`config.mk`:
```
export PLATFORM = sky130hd
export DESIGN_NAME = tss_ctrl
export DESIGN_NICKNAME = d
export VERILOG_FILES = /design/src/rtl/two_sat_scc_solver_core_macros.svh /design/src/rtl/tss_pkg.sv /design/src/rtl/tss_ctrl.sv
export SDC_FILE = /design/constraint.sdc
export NUM_CORES = 1
export LEC_CHECK = 0
export BUFFER_PORTS_ARGS = -buffer_cell sky130_fd_sc_hd__buf_2
export CAP_MARGIN = 30
export CORE_AREA = 2 2 42 44
export CTS_BUF_LIST = sky130_fd_sc_hd__clkbuf_2
export CTS_CLUSTER_SIZE = 12
export DETAILED_ROUTE_END_ITERATION = 10
export DIE_AREA = 0 0 44 46
export PLACE_DENSITY = 0.78
export SLEW_MARGIN = 20
export SYNTH_ARGS = -nofsm -noshare
export SYNTH_HDL_FRONTEND = slang
export SYNTH_SLANG_ARGS = --single-unit
```
`constraint.sdc`:
```
create_clock -name i_clk -period 1.4 [get_ports i_clk]
set_clock_uncertainty 0.1 [all_clocks]
set_input_delay 0.21 -clock i_clk [delete_from_list [all_inputs] [get_ports i_clk]]
set_output_delay 0.21 -clock i_clk [all_outputs]
set_load 0.02 [all_outputs]
```
`src/rtl/two_sat_scc_solver_core_macros.svh`:
```
// ----------------------------------------------------------------------------
// 2-SAT SCC solver assertion macros
// Shared concurrent assertion shorthands, clocked on i_clk, disabled in reset.
// ----------------------------------------------------------------------------
`ifndef TWO_SAT_SCC_SOLVER_CORE_MACROS_SVH
`define TWO_SAT_SCC_SOLVER_CORE_MACROS_SVH

`ifndef SYNTHESIS
`define TSS_ASSERT(lbl, cond, msg) \
    lbl: assert property (@(posedge i_clk) disable iff (!i_rst_n) (cond)) else $error(msg);
`define TSS_ASSERT_NEXT(lbl, pre, post, msg) \
    lbl: assert property (@(posedge i_clk) disable iff (!i_rst_n) (pre) |=> (post)) \
        else $error(msg);
`else
`define TSS_ASSERT(lbl, cond, msg)
`define TSS_ASSERT_NEXT(lbl, pre, post, msg)
`endif

`endif

```
`src/rtl/tss_pkg.sv`:
```
// ----------------------------------------------------------------------------
// 2-SAT SCC solver package
// Sizes, opcodes, controller/datapath records and helper functions.
// ----------------------------------------------------------------------------
package tss_pkg;

    localparam int MAX_VARS = 32;
    localparam int LIT_NUM  = 2 * MAX_VARS;
    localparam int LIT_W    = $clog2(LIT_NUM);
    localparam int CNT_W    = LIT_W + 1;
    localparam int VAR_W    = $clog2(MAX_VARS);
    localparam int NV_W     = 6;

    localparam logic [1:0] ST_COUNT = 2'd0;
    localparam logic [1:0] ST_TRUE  = 2'd1;
    localparam logic [1:0] ST_UNSAT = 2'd2;

    typedef enum logic [4:0] {
        S_IDLE, S_E_RD1, S_E_WR1, S_E_RD2, S_E_WR2,
        S_P1_INIT, S_P1_SCAN, S_P1_RD, S_P1_EVAL, S_P1_POP,
        S_P2_INIT, S_P2_FRD, S_P2_ROOT, S_P2_RD, S_P2_EVAL, S_P2_POP,
        S_C_INIT, S_C_RD, S_C_EVAL, S_O_RD, S_O_EVAL,
        S_CLR_INIT, S_CLR
    } t_state;

    typedef enum logic [4:0] {
        OP_IDLE, OP_E_RD1, OP_E_WR1, OP_E_RD2, OP_E_WR2,
        OP_P1_INIT, OP_P1_SCAN, OP_P1_RD, OP_P1_EVAL, OP_P1_POP,
        OP_P2_INIT, OP_P2_FRD, OP_P2_ROOT, OP_P2_RD, OP_P2_EVAL, OP_P2_POP,
        OP_C_INIT, OP_C_RD, OP_C_EVAL, OP_O_RD, OP_O_EVAL,
        OP_CLR_INIT, OP_CLR
    } t_op;

    typedef struct packed {
        t_op  op;
        logic accept;
    } t_cmd;

    typedef struct packed {
        logic in_edge;
        logic in_last;
        logic last_item;
        logic scan_end;
        logic vis_hit;
        logic m_nz;
        logic sp_one;
        logic k_zero;
        logic root_done;
        logic eq;
        logic gt;
        logic var_last;
        logic cnt_zero;
        logic rem_one;
        logic clr_end;
    } t_stat;

    function automatic logic [LIT_W-1:0] low_bit(input logic [LIT_NUM-1:0] m);
        logic [LIT_W-1:0] r;
        r = LIT_W'(LIT_NUM - 1);
        for (int j = LIT_NUM - 1; j >= 0; j--) begin
            if (m[j]) begin
                r = LIT_W'(j);
            end
        end
        return r;
    endfunction

    function automatic logic [NV_W-1:0] eff_vars(input logic [NV_W-1:0] nv);
        logic [NV_W-1:0] r;
        r = nv;
        if (nv == '0) begin
            r = NV_W'(1);
        end else if (nv > NV_W'(MAX_VARS)) begin
            r = NV_W'(MAX_VARS);
        end
        return r;
    endfunction

endpackage

```
`src/rtl/tss_ctrl.sv`:
```
// ----------------------------------------------------------------------------
// 2-SAT SCC solver controller
// Sequences loading, both search passes, result output and matrix clearing.
// ----------------------------------------------------------------------------
module tss_ctrl
    import tss_pkg::*;
(
    input  logic  i_clk,
    input  logic  i_rst_n,
    input  logic  start,
    input  t_stat i_stat,
    output t_cmd  o_cmd,
    output logic  busy
);

    t_state r_state;
    t_state n_state;

    always_ff @(posedge i_clk) begin
        if (!i_rst_n) begin
            r_state <= S_CLR_INIT;
        end else begin
            r_state <= n_state;
        end
    end

    always_comb begin
        n_state = r_state;
        case (r_state)
            S_IDLE: begin
                if (start) begin
                    if (i_stat.in_edge) n_state = S_E_RD1;
                    else if (i_stat.in_last) n_state = S_P1_INIT;
                end
            end
            S_E_RD1: n_state = S_E_WR1;
            S_E_WR1: n_state = S_E_RD2;
            S_E_RD2: n_state = S_E_WR2;
            S_E_WR2: n_state = i_stat.last_item ? S_P1_INIT : S_IDLE;
            S_P1_INIT: n_state = S_P1_SCAN;
            S_P1_SCAN: begin
                if (i_stat.scan_end) n_state = S_P2_INIT;
                else if (!i_stat.vis_hit) n_state = S_P1_RD;
            end
            S_P1_RD: n_state = S_P1_EVAL;
            S_P1_EVAL: begin
                if (i_stat.m_nz) n_state = S_P1_RD;
                else if (i_stat.sp_one) n_state = S_P1_SCAN;
                else n_state = S_P1_POP;
            end
            S_P1_POP: n_state = S_P1_RD;
            S_P2_INIT: n_state = S_P2_FRD;
            S_P2_FRD: n_state = i_stat.k_zero ? S_C_INIT : S_P2_ROOT;
            S_P2_ROOT: n_state = i_stat.root_done ? S_P2_FRD : S_P2_RD;
            S_P2_RD: n_state = S_P2_EVAL;
            S_P2_EVAL: begin
                if (i_stat.m_nz) n_state = S_P2_RD;
                else if (i_stat.sp_one) n_state = S_P2_FRD;
                else n_state = S_P2_POP;
            end
            S_P2_POP: n_state = S_P2_RD;
            S_C_INIT: n_state = S_C_RD;
            S_C_RD: n_state = S_C_EVAL;
            S_C_EVAL: begin
                if (i_stat.eq) n_state = S_CLR_INIT;
                else if (i_stat.var_last) n_state = i_stat.cnt_zero ? S_CLR_INIT : S_O_RD;
                else n_state = S_C_RD;
            end
            S_O_RD: n_state = S_O_EVAL;
            S_O_EVAL: n_state = (i_stat.gt && i_stat.rem_one) ? S_CLR_INIT : S_O_RD;
            S_CLR_INIT: n_state = S_CLR;
            S_CLR: n_state = i_stat.clr_end ? S_IDLE : S_CLR;
            default: n_state = S_CLR_INIT;
        endcase
    end

    always_comb begin
        o_cmd.accept = 1'b0;
        case (r_state)
            S_IDLE: begin
                o_cmd.op     = OP_IDLE;
                o_cmd.accept = start;
            end
            S_E_RD1:    o_cmd.op = OP_E_RD1;
            S_E_WR1:    o_cmd.op = OP_E_WR1;
            S_E_RD2:    o_cmd.op = OP_E_RD2;
            S_E_WR2:    o_cmd.op = OP_E_WR2;
            S_P1_INIT:  o_cmd.op = OP_P1_INIT;
            S_P1_SCAN:  o_cmd.op = OP_P1_SCAN;
            S_P1_RD:    o_cmd.op = OP_P1_RD;
            S_P1_EVAL:  o_cmd.op = OP_P1_EVAL;
            S_P1_POP:   o_cmd.op = OP_P1_POP;
            S_P2_INIT:  o_cmd.op = OP_P2_INIT;
            S_P2_FRD:   o_cmd.op = OP_P2_FRD;
            S_P2_ROOT:  o_cmd.op = OP_P2_ROOT;
            S_P2_RD:    o_cmd.op = OP_P2_RD;
            S_P2_EVAL:  o_cmd.op = OP_P2_EVAL;
            S_P2_POP:   o_cmd.op = OP_P2_POP;
            S_C_INIT:   o_cmd.op = OP_C_INIT;
            S_C_RD:     o_cmd.op = OP_C_RD;
            S_C_EVAL:   o_cmd.op = OP_C_EVAL;
            S_O_RD:     o_cmd.op = OP_O_RD;
            S_O_EVAL:   o_cmd.op = OP_O_EVAL;
            S_CLR_INIT: o_cmd.op = OP_CLR_INIT;
            S_CLR:      o_cmd.op = OP_CLR;
            default:    o_cmd.op = OP_CLR_INIT;
        endcase
    end

    assign busy = (r_state != S_IDLE);

endmodule

```
==> qor.yml <==
status: "complete, but fails checks"
violations: "negative setup slack"
routed_wl_um: 3042
clkTransAtPathRegs_ps: 80
crit_fanout: 5
cp_slowest_cell: "dfxtp_4"
synth-edff-count: 0
drive_gt1_frac: 0.6065
synth_top_area_frac: 0.1538
place_area_sq_um: 929.6
gr-total-overflow: 0
nets: 174
die_w_um: 44
period_minus_slack_ps: 1647
slew_headroom: 0.8002
io_buffers: 24
critical_path.top_delay_family: "simple AND/OR/NAND/NOR gates"
ir_drop_uv: 830.3
power-per-cell-area_mw_per_mm2: 1505
layout_setup_ws_ps: -247.2
holdCritPathClass: "input port to flop"
numCtsBuffers: 3
wl_per_cell_um: 17.69
yosysUniqueCellTypes: 35
grtUsageTotal: 0.2843
reg_top3: "r_state (5)"
hold_violations: 0
yosysSeqAreaShare: 0.1538
syn_area_per_cell_sq_um: 6.379
synthFlopType: "dfxtp_1"
critPathArrivalTime_ps: 1340
dp.final_hpwl_um: 1750
first_pass_iters: 4
core_sq_mm: 0.001614
grt_start_max_net_pins: 10
die_h_um: 46
clk_path_buf_depth: 2
rsz0062_at_grt: "yes"
vias_per_cell: 6.250
stdcell_area_sq_mm: 0.001276
drv_slew: 0
clk_latency_ps: 240
drv_cap: 0
cts-htree-levels: 1
initial_core_util: 0.4031
setup_viol: 10
syn_inst: 102
synthToLayoutAreaGrowth_pct: 96.15
fmax_mhz: 607.1
grt_first_pass_wirelength_um: 4188
fp-row-count: 15
antenna_found_initial: 0
grt_pass1_vias: 976
dr_total_vias: 1075
yosysWarnings: 0
critPathKind: "flop to output pin"
async_reset_ff_frac: 0
utilization: 0.7907
netlist_area_sq_um: 650.6
setup.worst_path.end_class: "output pin"
worst_slew_pin_slew_ps: 296.6
drtIter0Drc: 53
globalplace.congestion: 1.005
path_buf_inv: 3
cpPeakStageDelay_ps: 360
cts_tree: "done"
syn_nets: 120
diodes: 0
fillers: 113
clock-sinks: 5
drc_errors: 0
synth_top_area_cell: "dfxtp_1"
largest_reg_flops: 5
synth_area_leaders: "dfxtp_1 15%, a21oi_1 6.2%, nor2_1 5.8%, buf_2 5.4%, o21ai_0 5.4%"
ys_seq_elements: 5
cts_hold_buf: 0
path_cells: "buf_12 > buf_8 > nor3_4 > and3_4 > buf_6"
cp_data_required_time_ps: 1090
setup_tns_ps: -1363
startpoint_type: "flop"
top_register: "r_state"
p_leak_nw: 0.5711
post-route-period-util: 1.177
cts_root_buffer: "clkbuf_2"
holdWs_ps: 110.7
ant_nets: 0
io_pins: 25
die_area_sq_mm: 0.002024
Yosys cell counts (3+ instances only):
cell	instances
nand2_1	8
a21oi_1	8
and3_1	4
nor2_1	10
nand3_1	6
nor3_1	4
a21o_1	3
inv_1	6
dfxtp_1	5
nor2b_1	3
buf_2	7
o21ai_0	7
stage by stage:
| stage | cells | worst slack, ps | power, mW |
|---|---|---|---|
| after floorplan | 102 | -20.48 | 0.8840 |
| after global placement | 155 | -147.2 | 1.232 |
| after detailed placement | 155 | -196.2 | 1.258 |
| after CTS | 172 | -295.5 | 1.674 |
| after global routing | 172 | -312.4 | 2.019 |
| final | 172 | -247.2 | 1.921 |
cells by family after synthesis:
kind of cell,after synthesis,synth area share
AOI/OAI and AO/OA,33,0.3404
muxes,2,0.03077
DFF,5,0.1539
buffers and inverters,16,0.1058
and+or+nand+nor,46,0.3693
metal layers:
layer  up-vias  track usage  wire, um
met5         -            0         0
li1        482            -         -
met1       492       0.2988      1010
met3        18      0.04762       270
met2        83       0.5559      1592
met4         0       0.1091       168
timing repair:
item,4_1_cts,5_1_grt
buffers inserted,13,1
setup endpoints to repair,11,10
resized for setup,43,20
pin swaps,11,12
placed cells by master, fill, tap and decap left out, types with 2 or more instances in the layout:
master and count:
buf_4 25, buf_2 18, buf_6 14, nand2_1 8, nor2_1 7, nand3_1 6, inv_1 5, a21oi_2 5
o21ai_1 4, clkbuf_2 4, dfxtp_4 4, a21o_1 3, a21oi_1 3, and3_1 3, o21ai_0 3, nor2_2 2
nor3_4 2, nor2b_4 2, nand2b_4 2, nand4_1 2, o32ai_2 2, nor3_1 2, a31oi_1 2
layout make-up:
class | instances | area, sq um | area share
clock buffers | 4 | 20.02 | 0.01569
inverters | 6 | 25.02 | 0.01961
multi-input cells | 81 | 623.1 | 0.4882
flip-flops and latches | 5 | 116.4 | 0.09118
well taps | 17 | 21.27 | 0.01667
repair buffers | 59 | 470.5 | 0.3686
final timing paths:
check        cells after the start        from  slack (ps)          to
max reg2reg                      5  r_state[0]        -220  r_state[2]
max                              5  r_state[3]        -250    o_cmd[0]
min                              2     i_rst_n         110  r_state[0]
min reg2reg                      3  r_state[2]         700  r_state[4]
power by group:
part | internal (mW) | total (mW) | leakage [nW] | switching, mW
clock | 0.0757 | 0.151 | 0.0166 | 0.0758
combinational | 0.750 | 1.47 | 0.512 | 0.716
sequential | 0.203 | 0.303 | 0.0426 | 0.100
Power figures use the tool's default switching activity.
